`src/rtl/fmcd_pkg.sv`:
```
// ----------------------------------------------------------------------------
// fmcd_pkg
// Shared types and constants for the debounced fan mode controller.
// ----------------------------------------------------------------------------
package fmcd_pkg;

  localparam int unsigned NumKeys   = 4;
  localparam int unsigned TempW     = 12;
  localparam int unsigned DutyW     = 12;
  localparam int unsigned CfgIndexW = 8;
  localparam int unsigned CfgDataW  = 12;

  localparam logic signed [TempW-1:0] HighThresholdReset = 12'sd300;
  localparam logic signed [TempW-1:0] LowThresholdReset  = 12'sd250;
  localparam logic [DutyW-1:0]        HighDutyReset      = 12'd1500;
  localparam logic [DutyW-1:0]        LowDutyReset       = 12'd500;

  // key order inside the level and press vectors
  localparam int unsigned KeyPower = 0;
  localparam int unsigned KeyMode  = 1;
  localparam int unsigned KeySpeed = 2;
  localparam int unsigned KeySweep = 3;

  typedef enum logic [CfgIndexW-1:0] {
    CFG_HIGH_THRESHOLD = 8'd0,
    CFG_LOW_THRESHOLD  = 8'd1,
    CFG_HIGH_DUTY      = 8'd2,
    CFG_LOW_DUTY       = 8'd3
  } cfg_index_t;

  typedef enum logic [1:0] {
    MODE_STOP   = 2'd0,
    MODE_MANUAL = 2'd1,
    MODE_AUTO   = 2'd2
  } mode_t;

  typedef enum logic [1:0] {
    SPEED_HIGH    = 2'd0,
    SPEED_LOW     = 2'd1,
    SPEED_STOPPED = 2'd2
  } speed_t;

  typedef struct packed {
    logic signed [TempW-1:0] high_threshold;
    logic signed [TempW-1:0] low_threshold;
    logic [DutyW-1:0]        high_duty;
    logic [DutyW-1:0]        low_duty;
  } cfg_t;

  typedef struct packed {
    logic             sweep_on;
    logic [1:0]       manual_speed;
    logic [1:0]       fan_mode;
    logic [DutyW-1:0] fan_duty;
  } result_t;

endpackage

```
`src/rtl/fan_mode_controller_debounced_core.sv`:
```
// ----------------------------------------------------------------------------
// fan_mode_controller_debounced_core
// Scan-tick fan controller with qualified keys and temperature-driven duty.
// ----------------------------------------------------------------------------
// One scan tick is taken per request on the slave side, one per clock cycle
// when the master side keeps up. A tick passes an input register and leaves
// from the result register; key, mode, speed and sweep state
// update as the tick moves from the input register to the result register, so
// each tick sees the state left by the one before it. A tick whose temp_valid
// flag is low is taken and dropped without a result. The configuration
// channel is always ready and takes one register write per cycle.
module fan_mode_controller_debounced_core (
  input  logic                              clk,
  input  logic                              rst,
  // tdata: power_key, mode_key, speed_key, sweep_key, temperature[11:0]
  input  logic                              s_tvalid,
  output logic                              s_tready,
  input  logic [15:0]                       s_tdata,
  // tuser: temp_valid
  input  logic [0:0]                        s_tuser,
  // tdata: fan_duty[11:0], fan_mode[1:0], manual_speed[1:0], sweep_on, zero pad
  output logic                              m_tvalid,
  input  logic                              m_tready,
  output logic [23:0]                       m_tdata,
  input  logic                              cfg_valid,
  output logic                              cfg_ready,
  input  logic [fmcd_pkg::CfgIndexW-1:0]    cfg_index,
  input  logic [fmcd_pkg::CfgDataW-1:0]     cfg_data
);
  import fmcd_pkg::*;

  localparam int unsigned ResultW = $bits(result_t);

  cfg_t                    cfg;
  logic                    in_valid;
  logic [NumKeys-1:0]      in_keys;
  logic signed [TempW-1:0] in_temp;
  logic                    advance;
  logic [NumKeys-1:0]      press;
  result_t                 result_next;
  result_t                 result;

  assign cfg_ready = 1'b1;

  fmcd_cfg_regs u_cfg (
    .clk      (clk),
    .rst      (rst),
    .wr_en    (cfg_valid & cfg_ready),
    .wr_index (cfg_index),
    .wr_data  (cfg_data),
    .cfg      (cfg)
  );

  // advance the input register into the result register
  assign advance  = in_valid & (~m_tvalid | m_tready);
  assign s_tready = ~in_valid | advance;

  always_ff @(posedge clk) begin
    if (rst) begin
      in_valid <= 1'b0;
    end else if (s_tready) begin
      in_valid <= s_tvalid & s_tuser[0];
    end
  end

  always_ff @(posedge clk) begin
    if (s_tready & s_tvalid) begin
      in_keys <= s_tdata[NumKeys-1:0];
      in_temp <= $signed(s_tdata[NumKeys +: TempW]);
    end
  end

  fmcd_key_qual u_key_qual (
    .clk   (clk),
    .rst   (rst),
    .en    (advance),
    .level (in_keys),
    .press (press)
  );

  fmcd_ctrl u_ctrl (
    .clk         (clk),
    .rst         (rst),
    .en          (advance),
    .press       (press),
    .temperature (in_temp),
    .cfg         (cfg),
    .result      (result_next)
  );

  always_ff @(posedge clk) begin
    if (rst) begin
      m_tvalid <= 1'b0;
    end else if (advance) begin
      m_tvalid <= 1'b1;
    end else if (m_tready) begin
      m_tvalid <= 1'b0;
    end
  end

  always_ff @(posedge clk) begin
    if (advance) begin
      result <= result_next;
    end
  end

  assign m_tdata = {{(24 - ResultW){1'b0}}, result};

`ifndef ASSERT_OFF
  a_stop_idle: assert property (@(posedge clk) disable iff (rst)
    (m_tvalid && result.fan_mode == MODE_STOP) |->
      (result.fan_duty == '0 && !result.sweep_on))
    else $error("stop result with nonzero duty or sweep");

  a_auto_sweep: assert property (@(posedge clk) disable iff (rst)
    (m_tvalid && result.fan_mode == MODE_AUTO) |-> result.sweep_on)
    else $error("auto result without sweep");

  a_valid_tick_loads: assert property (@(posedge clk) disable iff (rst)
    (s_tvalid && s_tready && s_tuser[0]) |=> in_valid)
    else $error("valid tick not held in input register");

  a_invalid_tick_drops: assert property (@(posedge clk) disable iff (rst)
    (s_tvalid && s_tready && !s_tuser[0]) |=> !in_valid)
    else $error("invalid tick entered the input register");

  a_advance_shows: assert property (@(posedge clk) disable iff (rst)
    advance |=> m_tvalid)
    else $error("advanced tick did not reach the result register");
`endif

endmodule

```
`src/rtl/fmcd_cfg_regs.sv`:
```
// ----------------------------------------------------------------------------
// fmcd_cfg_regs
// Threshold and duty registers, written through the configuration channel.
// ----------------------------------------------------------------------------
module fmcd_cfg_regs (
  input  logic                          clk,
  input  logic                          rst,
  input  logic                          wr_en,
  input  logic [fmcd_pkg::CfgIndexW-1:0] wr_index,
  input  logic [fmcd_pkg::CfgDataW-1:0]  wr_data,
  output fmcd_pkg::cfg_t                cfg
);
  import fmcd_pkg::*;

  cfg_t regs;

  always_ff @(posedge clk) begin
    if (rst) begin
      regs.high_threshold <= HighThresholdReset;
      regs.low_threshold  <= LowThresholdReset;
      regs.high_duty      <= HighDutyReset;
      regs.low_duty       <= LowDutyReset;
    end else if (wr_en) begin
      case (wr_index)
        CFG_HIGH_THRESHOLD: regs.high_threshold <= $signed(wr_data[TempW-1:0]);
        CFG_LOW_THRESHOLD:  regs.low_threshold  <= $signed(wr_data[TempW-1:0]);
        CFG_HIGH_DUTY:      regs.high_duty      <= wr_data[DutyW-1:0];
        CFG_LOW_DUTY:       regs.low_duty       <= wr_data[DutyW-1:0];
        default: ;
      endcase
    end
  end

  assign cfg = regs;

endmodule

```
`src/rtl/fmcd_key_qual.sv`:
```
// ----------------------------------------------------------------------------
// fmcd_key_qual
// Per-key press qualifier: low, low again, then high gives one press.
// ----------------------------------------------------------------------------
module fmcd_key_qual (
  input  logic                          clk,
  input  logic                          rst,
  input  logic                          en,
  input  logic [fmcd_pkg::NumKeys-1:0]  level,
  output logic [fmcd_pkg::NumKeys-1:0]  press
);
  import fmcd_pkg::*;

  typedef enum logic [1:0] {
    Q_IDLE     = 2'd0,
    Q_SAW_LOW  = 2'd1,
    Q_SAW_LOW2 = 2'd2
  } qual_t;

  qual_t qual [NumKeys];
  qual_t qual_next [NumKeys];

  always_comb begin
    for (int k = 0; k < NumKeys; k++) begin
      press[k] = 1'b0;
      case (qual[k])
        Q_SAW_LOW: begin
          qual_next[k] = level[k] ? Q_IDLE : Q_SAW_LOW2;
        end
        Q_SAW_LOW2: begin
          press[k]     = level[k];
          qual_next[k] = Q_IDLE;
        end
        default: begin
          qual_next[k] = level[k] ? Q_IDLE : Q_SAW_LOW;
        end
      endcase
    end
  end

  always_ff @(posedge clk) begin
    if (rst) begin
      for (int k = 0; k < NumKeys; k++) qual[k] <= Q_IDLE;
    end else if (en) begin
      for (int k = 0; k < NumKeys; k++) qual[k] <= qual_next[k];
    end
  end

endmodule

```
`src/rtl/fmcd_ctrl.sv`:
```
// ----------------------------------------------------------------------------
// fmcd_ctrl
// Mode, speed and sweep state; applies press events and works out the duty.
// ----------------------------------------------------------------------------
module fmcd_ctrl (
  input  logic                                clk,
  input  logic                                rst,
  input  logic                                en,
  input  logic [fmcd_pkg::NumKeys-1:0]        press,
  input  logic signed [fmcd_pkg::TempW-1:0]   temperature,
  input  fmcd_pkg::cfg_t                      cfg,
  output fmcd_pkg::result_t                   result
);
  import fmcd_pkg::*;

  mode_t            mode, mode_next;
  speed_t           speed, speed_next;
  logic             sweep, sweep_next;
  logic [DutyW-1:0] duty;

  always_comb begin
    mode_next  = mode;
    speed_next = speed;
    sweep_next = sweep;
    duty       = '0;

    if (press[KeyPower]) begin
      mode_next = (mode_next != MODE_STOP) ? MODE_STOP : MODE_AUTO;
    end
    if (press[KeyMode]) begin
      if (mode_next == MODE_AUTO) begin
        mode_next  = MODE_MANUAL;
        speed_next = SPEED_STOPPED;
      end else begin
        mode_next = MODE_AUTO;
      end
    end
    if (press[KeySpeed]) begin
      case (speed_next)
        SPEED_HIGH: speed_next = SPEED_LOW;
        SPEED_LOW:  speed_next = SPEED_STOPPED;
        default:    speed_next = SPEED_HIGH;
      endcase
    end
    if (press[KeySweep]) begin
      sweep_next = ~sweep_next;
    end

    case (mode_next)
      MODE_STOP: begin
        sweep_next = 1'b0;
      end
      MODE_MANUAL: begin
        case (speed_next)
          SPEED_HIGH: duty = cfg.high_duty;
          SPEED_LOW:  duty = cfg.low_duty;
          default:    duty = '0;
        endcase
      end
      MODE_AUTO: begin
        sweep_next = 1'b1;
        if (temperature > cfg.high_threshold) begin
          duty = cfg.high_duty;
        end else if (temperature > cfg.low_threshold) begin
          duty = cfg.low_duty;
        end
      end
      default: ;
    endcase
  end

  always_ff @(posedge clk) begin
    if (rst) begin
      mode  <= MODE_AUTO;
      speed <= SPEED_STOPPED;
      sweep <= 1'b0;
    end else if (en) begin
      mode  <= mode_next;
      speed <= speed_next;
      sweep <= sweep_next;
    end
  end

  assign result.fan_duty     = duty;
  assign result.fan_mode     = mode_next;
  assign result.manual_speed = speed_next;
  assign result.sweep_on     = sweep_next;

endmodule

```
`config.mk`:
```
export PLATFORM = sky130hd
export DESIGN_NAME = fan_mode_controller_debounced_core
export DESIGN_NICKNAME = d
export VERILOG_FILES = /design/src/rtl/fmcd_pkg.sv /design/src/rtl/fan_mode_controller_debounced_core.sv /design/src/rtl/fmcd_cfg_regs.sv /design/src/rtl/fmcd_key_qual.sv /design/src/rtl/fmcd_ctrl.sv
export SDC_FILE = /design/constraint.sdc
export NUM_CORES = 1
export LEC_CHECK = 0
export ABC_AREA = 0
export BUFFER_PORTS_ARGS = -buffer_cell sky130_fd_sc_hd__buf_4
export CORE_AREA = 2 2 101 103
export DETAILED_ROUTE_END_ITERATION = 16
export DIE_AREA = 0 0 103 105
export GPL_TIMING_DRIVEN = 1
export PLACE_DENSITY = 0.75
export SYNTH_ARGS = -nofsm -noshare
export SYNTH_HDL_FRONTEND = slang
export SYNTH_HIERARCHICAL = 1
export SYNTH_SLANG_ARGS = --single-unit
```
`constraint.sdc`:
```
create_clock -name clk -period 6.6 [get_ports clk]
set_input_delay 0.99 -clock clk [delete_from_list [all_inputs] [get_ports clk]]
set_output_delay 0.99 -clock clk [all_outputs]
set_load 0.01 [all_outputs]
```
==> results of run 1 <==
-- metrics by stage --
step / hold slack (ns) / setup WS, ns / utilization [%] / instance area [sq um]
finish: 0.480 / 2.54 / 60.7 / 5850
global placement: 0.460 / 2.85 / 58.5 / 5640
global route: 0.500 / 2.31 / 60.7 / 5850
CTS: 0.481 / 2.62 / 60.7 / 5850
floorplan: 0.449 / 3.79 / - / 5250
detailed placement: 0.464 / 2.63 / 58.5 / 5640
-- how the worst min path moves through the flow --
stage	startpoint	end	slack, ns
after global routing	u_cfg/cfg[24]	u_cfg/cfg[24]	0.50
final	u_cfg/cfg[42]	u_cfg/cfg[42]	0.48
after floorplan	u_cfg/cfg[35]	u_cfg/cfg[35]	0.45
after detailed placement	u_cfg/cfg[46]	u_cfg/cfg[46]	0.46
after global placement	u_cfg/cfg[35]	u_cfg/cfg[35]	0.46
after CTS	u_cfg/cfg[26]	u_cfg/cfg[26]	0.48
-- layer usage --
layer	vias to the layer above	wire (um)	global-route usage [%]
met5	-	0	0
met1	1716	4870	26.9
met3	17	441	4.28
li1	1801	-	-
met2	105	4670	30.0
met4	0	165	6.48
-- area by class of cell --
| class | count | area [sq um] |
|---|---|---|
| tap | 133 | 166 |
| multi-input combinational | 315 | 2470 |
| timing repair buffer | 61 | 458 |
| clock buffer | 12 | 155 |
| sequential | 96 | 2330 |
| clock inverter | 4 | 51.3 |
| fill | 808 | 3790 |
| inverter | 56 | 210 |
-- placed cells by master (no fill, tap or decap), types with 13 or more instances in the layout --
| master | count |
|---|---|
| dfxtp_1 | 55 |
| edfxtp_1 | 41 |
| buf_4 | 61 |
| mux2i_1 | 53 |
| nand2b_1 | 38 |
| nor2_1 | 52 |
| a211oi_1 | 13 |
| inv_1 | 56 |
| a21oi_1 | 13 |
| ha_1 | 34 |
-- where the power goes --
part           internal [uW]  leakage [uW]  switching (uW)
combinational           60.9       0.00162            75.6
sequential               637      0.000837            9.75
clock                    198      0.000107             207
total                    895       0.00256             292
-- kinds of logic (layout without fill, tap and decap cells) --
group                      count (synthesis)  count (layout)  synth area share (%)
and+or+nand+nor                          145             145                  17.2
DFF                                       96              96                  44.6
buffers and inverters                     89             133                  8.52
AOI/OAI and AO/OA                         72              72                  10.8
muxes                                     53              53                  10.1
adders and majority gates                 34              34                  8.14
xor gates and xnor gates                   3               3                 0.503
other                                      2               8                 0.144
-- critical path: stages, from the launching register on --
cell and delay, ns:
edfxtp_1 0.36, inv_1 0.05, ha_1 0.18, and2_1 0.24
inv_1 0.15, nand2_1 0.13, o21a_1 0.19, o21ai_0 0.37
ha_1 0.47, nor2b_1 0.75, o311a_1 0.29, mux2i_1 0.27
a211oi_1 0.35, a311o_1 0.16
-- flip-flops by register name (all words and copies together) (netlist names), 2 cells and up --
register	flops
u_ctrl/mode	2
u_key_qual/qual	8
in_keys	4
u_cfg/cfg	48
m_tdata	17
in_temp	12
u_ctrl/speed	2
==> metrics, run 1 <==
Mapped Avg Cell Area 10.6 sq um; leakage power 0.00256 uW; hold_buf cts 0; VDD IR max between 0.1 and 0.15 mV; diode count 0; setup TNS 0 ns; CTS tree done; Die Area 10800 sq um; slew at the pin closest to its max-slew limit between 1 and 1.5 ns; ys flop type dfxtp_1; flop2flop setup slack between 2 and 3 ns; gr usage total between 15 and 20%; largest area contributor in the netlist edfxtp_1; Setup crit end kind register; Slew HR about an eighth; GR Overflow Total 0; CORE AREA 9640 sq um; CTS max path bufs 2; # setup viols final 0; Die X ~100 um; startpoint types register; first-pass GRT wire length 16.5 mm; clock sink total 96; DP HPWL 7.47 mm; Worst EP arrival 4.29 ns; Seq/Total Area, Yosys 44.6%; Post-CTS Setup Bufs 0; Worst setup startpoint u_key_qual/qual[1][0]; outcome completed; synth cell count leaders inv_1, dfxtp_1, mux2i_1; port bufs 60; Max Cap Viol 0; routed wire length 10.1 mm; clk slew on worst S/H paths 0.09 ns; clock period minus worst slack roughly 4.1 ns; Mapped Area 5230 sq um; HP Class register to register; crit path capture m_tdata[5]; Yosys cell types 59; Ports ~70; R2R Path Start u_key_qual/qual[1][0]; clock root cell clkbuf_8; fin nets between 600 and 700; most numerous cell in the Yosys netlist inv_1; # rows 36; CTS Buf Count 9; final non-filler cell total just under 700; GPL Wtd Cong 0.856; average wire per standard cell about 15 um; reg2reg path depth 13; Area growth, synth to finish 11.8%; via/cell ratio 5.38; H-tree levels 3; CP Class register to register; worst path required time 6.83 ns; hold depth 2; FMAX 246 MHz; Power Total between 1000 and 1500 uW; largest net degree at the start of global routing 79; power density over cell area between 200 and 250 nW/um^2; final-report hold violation count 0; Initial Util between 50% and 60%; final worst-path cycle share 61.5%; #FFs+latches synth 96; initial antenna violation count 0; Yosys warning total 6; vias in the first global route 3497; Max Slew Vio Count 0; critical-path maximum fanout 14; terminus of the critical flop-to-flop path m_tdata[5]; Die H 105 um; routed via count between 3000 and 4000; largest cells by area after synthesis edfxtp_1, dfxtp_1, mux2i_1; Syn Inst Count 494; DR iter-0 viols 175; post-synth top area share 23.5%; unrepaired setup endpoints after global routing no; # DRC 0; DR pass1 iterations 4; clock skew roughly 0.013 ns; post-cts gate resize count 0; number of flops mapped to enable cells by yosys 41; layout cells sized above 1 18.0%; Placed Instances 661; Skew-Pair Late Insertion Delay 0.36 ns; ys async rst share 0%; final antenna-violating net count 0
(Power assumes the default switching activity.)
==> run 2, diff against run 1 <==
CORE_AREA = 2 2 104 106   (was 2 2 101 103)
DIE_AREA = 0 0 106 108   (was 0 0 103 105)
PLACE_DENSITY = 0.74   (was 0.75)
clock period = 3.5 ns   (was 6.6 ns; I/O delays follow)
==> run 2 against run 1 <==
  * Combinational power grew 98%
  * Clock-buffer cell count decreased by 1
  * Sequential share of layout area fell by 0.18 points
  * Routed wire length fell by 0.19%
  * Sequential power grew 89%
  * Clock skew down 0.0019 ns
  * Sequential cell count stayed put
  * Fmax increased by 27%
  * Clock power is 77% higher
  * Non-clock buffer count up 4
  * Largest power group unchanged
  * Highest routed layer unchanged
==> metrics, run 2 (synthesis results as in run 1) <==
outcome completed (unchanged); Skew-Pair Late Insertion Delay 0.37 ns (was 0.36 ns); slowest cell on the critical path mux2i_1 (was nor2b_1); unrepaired setup endpoints after global routing no (unchanged); hold_ws 0.333 ns (was 0.480 ns); H-tree levels 3 (unchanged); Ports 69 (unchanged); clk slew on worst S/H paths 0.09 ns (about the same); CP Class register to register (unchanged); P_int 1650 uW (was 895 uW); # setup viols final 0 (unchanged); clock network power share 32.4% (was 34.0%); routed wire length 10.1 mm (about the same); power density over cell area 375 nW/um^2 (was 203 nW/um^2); GPL Wtd Cong 0.819 (was 0.856); leakage power 0.00258 uW (was 0.00256 uW); final antenna-violating net count 0 (unchanged); crit-path max cell delay 0.80 ns (was 0.75 ns); initial antenna violation count 0 (unchanged); port bufs 60 (unchanged); DP HPWL 7.43 mm (was 7.47 mm); most frequent cells in the layout buf_4, inv_1, dfxtp_1 (unchanged); Psw 555 uW (was 292 uW); Die X 106 um (was 103 um); Multi-input gate area 2470 sq um (unchanged); Seq pwr share 55.4% (was 54.5%); vias in the first global route 3480 (was 3497); DR iter-0 viols 172 (was 175); FMAX 314 MHz (was 246 MHz); CTS max path bufs 2 (unchanged); Max Cap Viol 0 (unchanged); critical-path maximum fanout 12 (was 14); Buf+Inv Stages, Crit Path 2 (unchanged); Area growth, synth to finish 12.3% (was 11.8%); Post-CTS Setup Bufs 0 (unchanged); hold_buf cts 0 (unchanged); # DRC 0 (unchanged); CORE AREA 10200 sq um (was 9640 sq um); CTS tree done (unchanged); CP top delay family multiplexers (was compound AO/OA/AOI/OAI gates); startpoint types register (unchanged); Max Slew Vio Count 0 (unchanged); worst path required time 3.73 ns (was 6.83 ns); Initial Util 51.1% (was 54.2%); diode count 0 (unchanged); first-pass GRT wire length 16.6 mm (was 16.5 mm); clock root cell clkbuf_8 (unchanged); Slew HR 29.2% (was 11.9%); Critical Path, Cell by Cell inv_1 -> ha_1 -> and2_1 -> xor2_1 -> and3_1 -> a31oi_1 -> inv_1 -> ha_1 -> nand2_1 -> mux2i_1 -> a22o_1 -> a32o_1 -> a41o_1 (was inv_1 -> ha_1 -> and2_1 -> inv_1 -> nand2_1 -> o21a_1 -> o21ai_0 -> ha_1 -> nor2b_1 -> o311a_1 -> mux2i_1 -> a211oi_1 -> a311o_1); clock period minus worst slack 3.19 ns (was 4.06 ns); slew at the pin closest to its max-slew limit 1.03 ns (was 1.32 ns); clock sink total 96 (unchanged); HP Class input pin to register (was register to register); CTS Buf Count 9 (unchanged); Worst EP arrival 3.42 ns (was 4.29 ns); fin nets 619 (was 615); largest net degree at the start of global routing 79 (unchanged); # rows 37 (was 36); hold depth 1 (was 2); Largest register FFs 48 (unchanged); via/cell ratio 5.26 (was 5.38); DR pass1 iterations 4 (unchanged); Power Total 2200 uW (was 1190 uW); path length in cells of the critical path 13 (unchanged); setup TNS 0 ns (unchanged); layout cells sized above 1 18.8% (was 18.0%); VDD IR max 0.181 mV (was 0.136 mV); GR Overflow Total 0 (unchanged); Die H 108 um (was 105 um); Die Area 11400 sq um (was 10800 sq um); final-report hold violation count 0 (unchanged); Logic pwr share 12.2% (was 11.5%); average wire per standard cell 14.8 um (was 15.0 um); commonest non-fill, non-tap cell in the layout buf_4 (unchanged); area taken by flip-flops and latches 2330 sq um (unchanged); reg2reg path depth 13 (unchanged); Setup crit end kind register (unchanged); final worst-path cycle share 91.0% (was 61.5%); routed via count 3597 (was 3639); gr usage total 18.4% (was 19.4%); switching share of total power 25.2% (was 24.6%); Fillers 888 (was 808); clock skew 0.0109 ns (was 0.0127 ns)
[run 2: per-stage QoR]
stage	instance area, sq um	worst slack [ns]	util [%]	instances
4_1_cts	5870	0.226	57.4	684
3_5_place_dp	5670	0.256	55.5	668
6_report	5870	0.314	57.4	684
2_1_floorplan	5250	0.691	-	500
3_3_place_gp	5670	0.451	55.5	668
5_1_grt	5870	0.00235	57.4	684
[run 2: repair_timing]
item | 4_1_cts | 5_1_grt
endpoints found under the hold margin | 0 | 0
setup endpoints to repair | 0 | 12
gates resized for setup | 0 | 1
[run 2: power by group through the flow]
stage                     Sequential (uW)  Combinational (uW)  Clock (uW)
final                                1220                 269         715
after global routing                 1220                 295         784
after CTS                            1220                 268         741
after detailed placement             1250                 266           0
after global placement               1240                 257           0
after floorplan                      1240                 175           0
[run 2: worst register-to-register path: stages (launching register included)]
cell and delay [ns]:
edfxtp_1 0.42, inv_1 0.08, ha_1 0.13, and2_1 0.24, xor2_1 0.23, and3_1 0.22, a31oi_1 0.08, inv_1 0.11
ha_1 0.17, nand2_1 0.05, mux2i_1 0.80, a22o_1 0.29, a32o_1 0.14, a41o_1 0.10
[run 2: cell type report]
cell class | instances | area share, %
Multi-Input combinational cell | 315 | 42.1
Sequential cell | 96 | 39.7
Timing Repair Buffer | 65 | 8.31
Tap cell | 136 | 2.90
Clock inverter | 5 | 0.618
Inverter | 56 | 3.58
Clock buffer | 11 | 2.77
[run 2: worst paths after layout]
kind / start / end / slack, ns
setup / recovery: u_key_qual/qual[0][0] / m_tdata[11] / 0.31
hold / removal: s_tdata[0] / in_keys[0] / 0.33
setup reg to reg: u_key_qual/qual[0][0] / m_tdata[11] / 0.31
hold reg to reg: u_cfg/cfg[36] / u_cfg/cfg[36] / 0.48
[run 2: per-layer routing]
metal | part of all wire, % | wire, um | track usage (%) | vias up
li1 | - | - | - | 1804
met3 | 4.0 | 408 | 2.95 | 15
met5 | 0 | 0 | 0 | -
met4 | 2.0 | 202 | 9.12 | 0
met1 | 47 | 4710 | 24.0 | 1692
met2 | 47 | 4800 | 30.0 | 86
==> run 3, diff against run 2 <==
PLACE_DENSITY = not set   (was 0.74)
PLACE_DENSITY_LB_ADDON = 0.08   (was not set)
==> run 3 against run 2 <==
  * Routed wire length unchanged
  * Highest routed layer unchanged
  * Via count decreased by 1.2%
  * Clock power is 14% higher
  * Sequential cell count did not move
  * Cell count unchanged
  * Critical path type unchanged
  * Non-clock buffer count unchanged
  * Power is 4.6% higher
  * Fmax hardly changed
  * Sequential share of layout area decreased by 0.16 points
  * Sequential power hardly changed
  * Worst hold slack improved by 0.0019 ns
==> metrics, run 3 (synthesis results as in run 1) <==
gr usage total 18.9% (was 18.4%); Area growth, synth to finish 12.8% (was 12.3%); initial antenna violation count 0 (unchanged); CTS tree done (unchanged); CP Class register to register (unchanged); port bufs 60 (unchanged); hold_ws 0.335 ns (was 0.333 ns); # DRC 0 (unchanged); VDD IR max 0.199 mV (was 0.181 mV); Placed Instances 668 (unchanged); Max Cap Viol 0 (unchanged); vias in the first global route 3369 (was 3480); clock skew 0.0107 ns (was 0.0109 ns); first-pass GRT wire length 17.0 mm (was 16.6 mm); Largest register FFs 48 (unchanged); GPL Wtd Cong 0.785 (was 0.819); startpoint types register (unchanged); GR Overflow Total 0 (unchanged); leakage power 0.00258 uW (about the same); Max Slew Vio Count 0 (unchanged); Setup crit end kind register (unchanged); clock sink total 96 (unchanged); routed via count 3553 (was 3597); critical-path maximum fanout 12 (unchanged); commonest non-fill, non-tap cell in the layout buf_4 (unchanged); H-tree levels 3 (unchanged); Logic pwr share 11.7% (was 12.2%); Skew-Pair Late Insertion Delay 0.36 ns (was 0.37 ns); HP Class input pin to register (unchanged); CORE AREA 10200 sq um (unchanged); P_int 1750 uW (was 1650 uW); DP HPWL 7.30 mm (was 7.43 mm); worst hold path startpoint s_tdata[15] (was s_tdata[0]); CTS Buf Count 9 (unchanged); Die H 108 um (unchanged); Initial Util 51.1% (unchanged); clock network power share 35.3% (was 32.4%); Die Area 11400 sq um (unchanged); largest net degree at the start of global routing 79 (unchanged); setup TNS 0 ns (unchanged); slew at the pin closest to its max-slew limit 1.05 ns (was 1.03 ns); Seq pwr share 53.0% (was 55.4%); Psw 557 uW (was 555 uW); diode count 0 (unchanged); Fillers 887 (was 888); DR iter-0 viols 141 (was 172); FMAX 314 MHz (about the same); clock period minus worst slack 3.19 ns (about the same); worst path required time 3.73 ns (about the same); most frequent cells in the layout buf_4, inv_1, dfxtp_1 (unchanged); Die X 106 um (unchanged); layout cells sized above 1 18.6% (was 18.8%); Worst EP arrival 3.42 ns (about the same); fin nets 619 (unchanged); final non-filler cell total 684 (unchanged); DR pass1 iterations 4 (unchanged); final antenna-violating net count 0 (unchanged); switching share of total power 24.2% (was 25.2%); Worst setup startpoint u_key_qual/qual[0][0] (unchanged); # rows 37 (unchanged); clk slew on worst S/H paths 0.09 ns (about the same); via/cell ratio 5.19 (was 5.26); outcome completed (unchanged); final worst-path cycle share 91.1% (was 91.0%); power density over cell area 391 nW/um^2 (was 375 nW/um^2); final-report hold violation count 0 (unchanged); clock root cell clkbuf_8 (unchanged); CTS max path bufs 2 (unchanged); # setup viols final 0 (unchanged); R2R Path Start u_key_qual/qual[0][0] (unchanged); unrepaired setup endpoints after global routing no (unchanged); Ports 69 (unchanged); Slew HR 28.2% (was 29.2%); routed wire length 10.1 mm (unchanged); average wire per standard cell 14.8 um (unchanged); Power Total 2300 uW (was 2200 uW)
-- run 3: cell types whose count changed in the layout (fill, tap and decap cells not counted), sizes merged --
cell / change
inv: -1
clkinvlp: +1
clkinv: -2
bufinv: +2
-- run 3: final cells by class --
cell class | instances | area (sq um) | share of cell area, %
well taps | 136 | 170 | 2.89
multi-input cells | 315 | 2470 | 41.9
clock inverters | 5 | 81.3 | 1.38
flip-flops and latches | 96 | 2330 | 39.6
clock buffers | 11 | 141 | 2.40
inverters | 56 | 210 | 3.56
repair buffers | 65 | 488 | 8.27
-- run 3: final timing paths --
kind | to | slack [ns] | cells past startpoint
worst max-delay path | m_tdata[4] | 0.31 | 13
worst min-delay path | in_temp[11] | 0.34 | 1
worst max register to register | m_tdata[4] | 0.31 | 13
worst min register to register | u_cfg/cfg[47] | 0.48 | 2
-- run 3: through the flow --
step | instance area [sq um] | utilization, % | setup WS (ns)
2_1_floorplan | 5250 | - | 0.691
3_3_place_gp | 5670 | 55.5 | 0.388
3_5_place_dp | 5670 | 55.5 | 0.292
4_1_cts | 5900 | 57.6 | 0.279
5_1_grt | 5900 | 57.6 | 0.0465
6_report | 5900 | 57.6 | 0.312
-- run 3: repair_timing --
item | in CTS | in global routing
setup buffers | 0 | 0
endpoints found under the setup margin | 0 | 9
gates resized for setup | 0 | 1
hold buffers | 0 | 0
-- run 3: per-layer routing --
metal	share of wire, %	vias to the layer above	GRT usage, %	wire length, um
li1	-	1809	-	-
met1	50	1648	27.3	5020
met2	44	85	28.8	4500
met3	4.9	11	3.56	496
met4	1.1	0	5.64	108
met5	0	-	0	0
-- run 3: critical path, stage by stage (launching register included) --
cell      delay [ns]
edfxtp_1        0.40
inv_1           0.07
ha_1            0.13
and2_1          0.24
xor2_1          0.24
and3_1          0.22
a31oi_1         0.08
inv_1           0.11
ha_1            0.18
nand2_1         0.06
mux2i_1         0.81
a22oi_1         0.22
nor2_1          0.17
a311o_1         0.14
-- run 3: power by group through the flow --
| stage | Sequential, uW | Combinational (uW) | Clock, uW |
|---|---|---|---|
| global placement | 1250 | 263 | 0 |
| floorplan | 1240 | 175 | 0 |
| CTS | 1220 | 269 | 831 |
| finish | 1220 | 270 | 813 |
| global route | 1220 | 301 | 887 |
| detailed placement | 1250 | 268 | 0 |
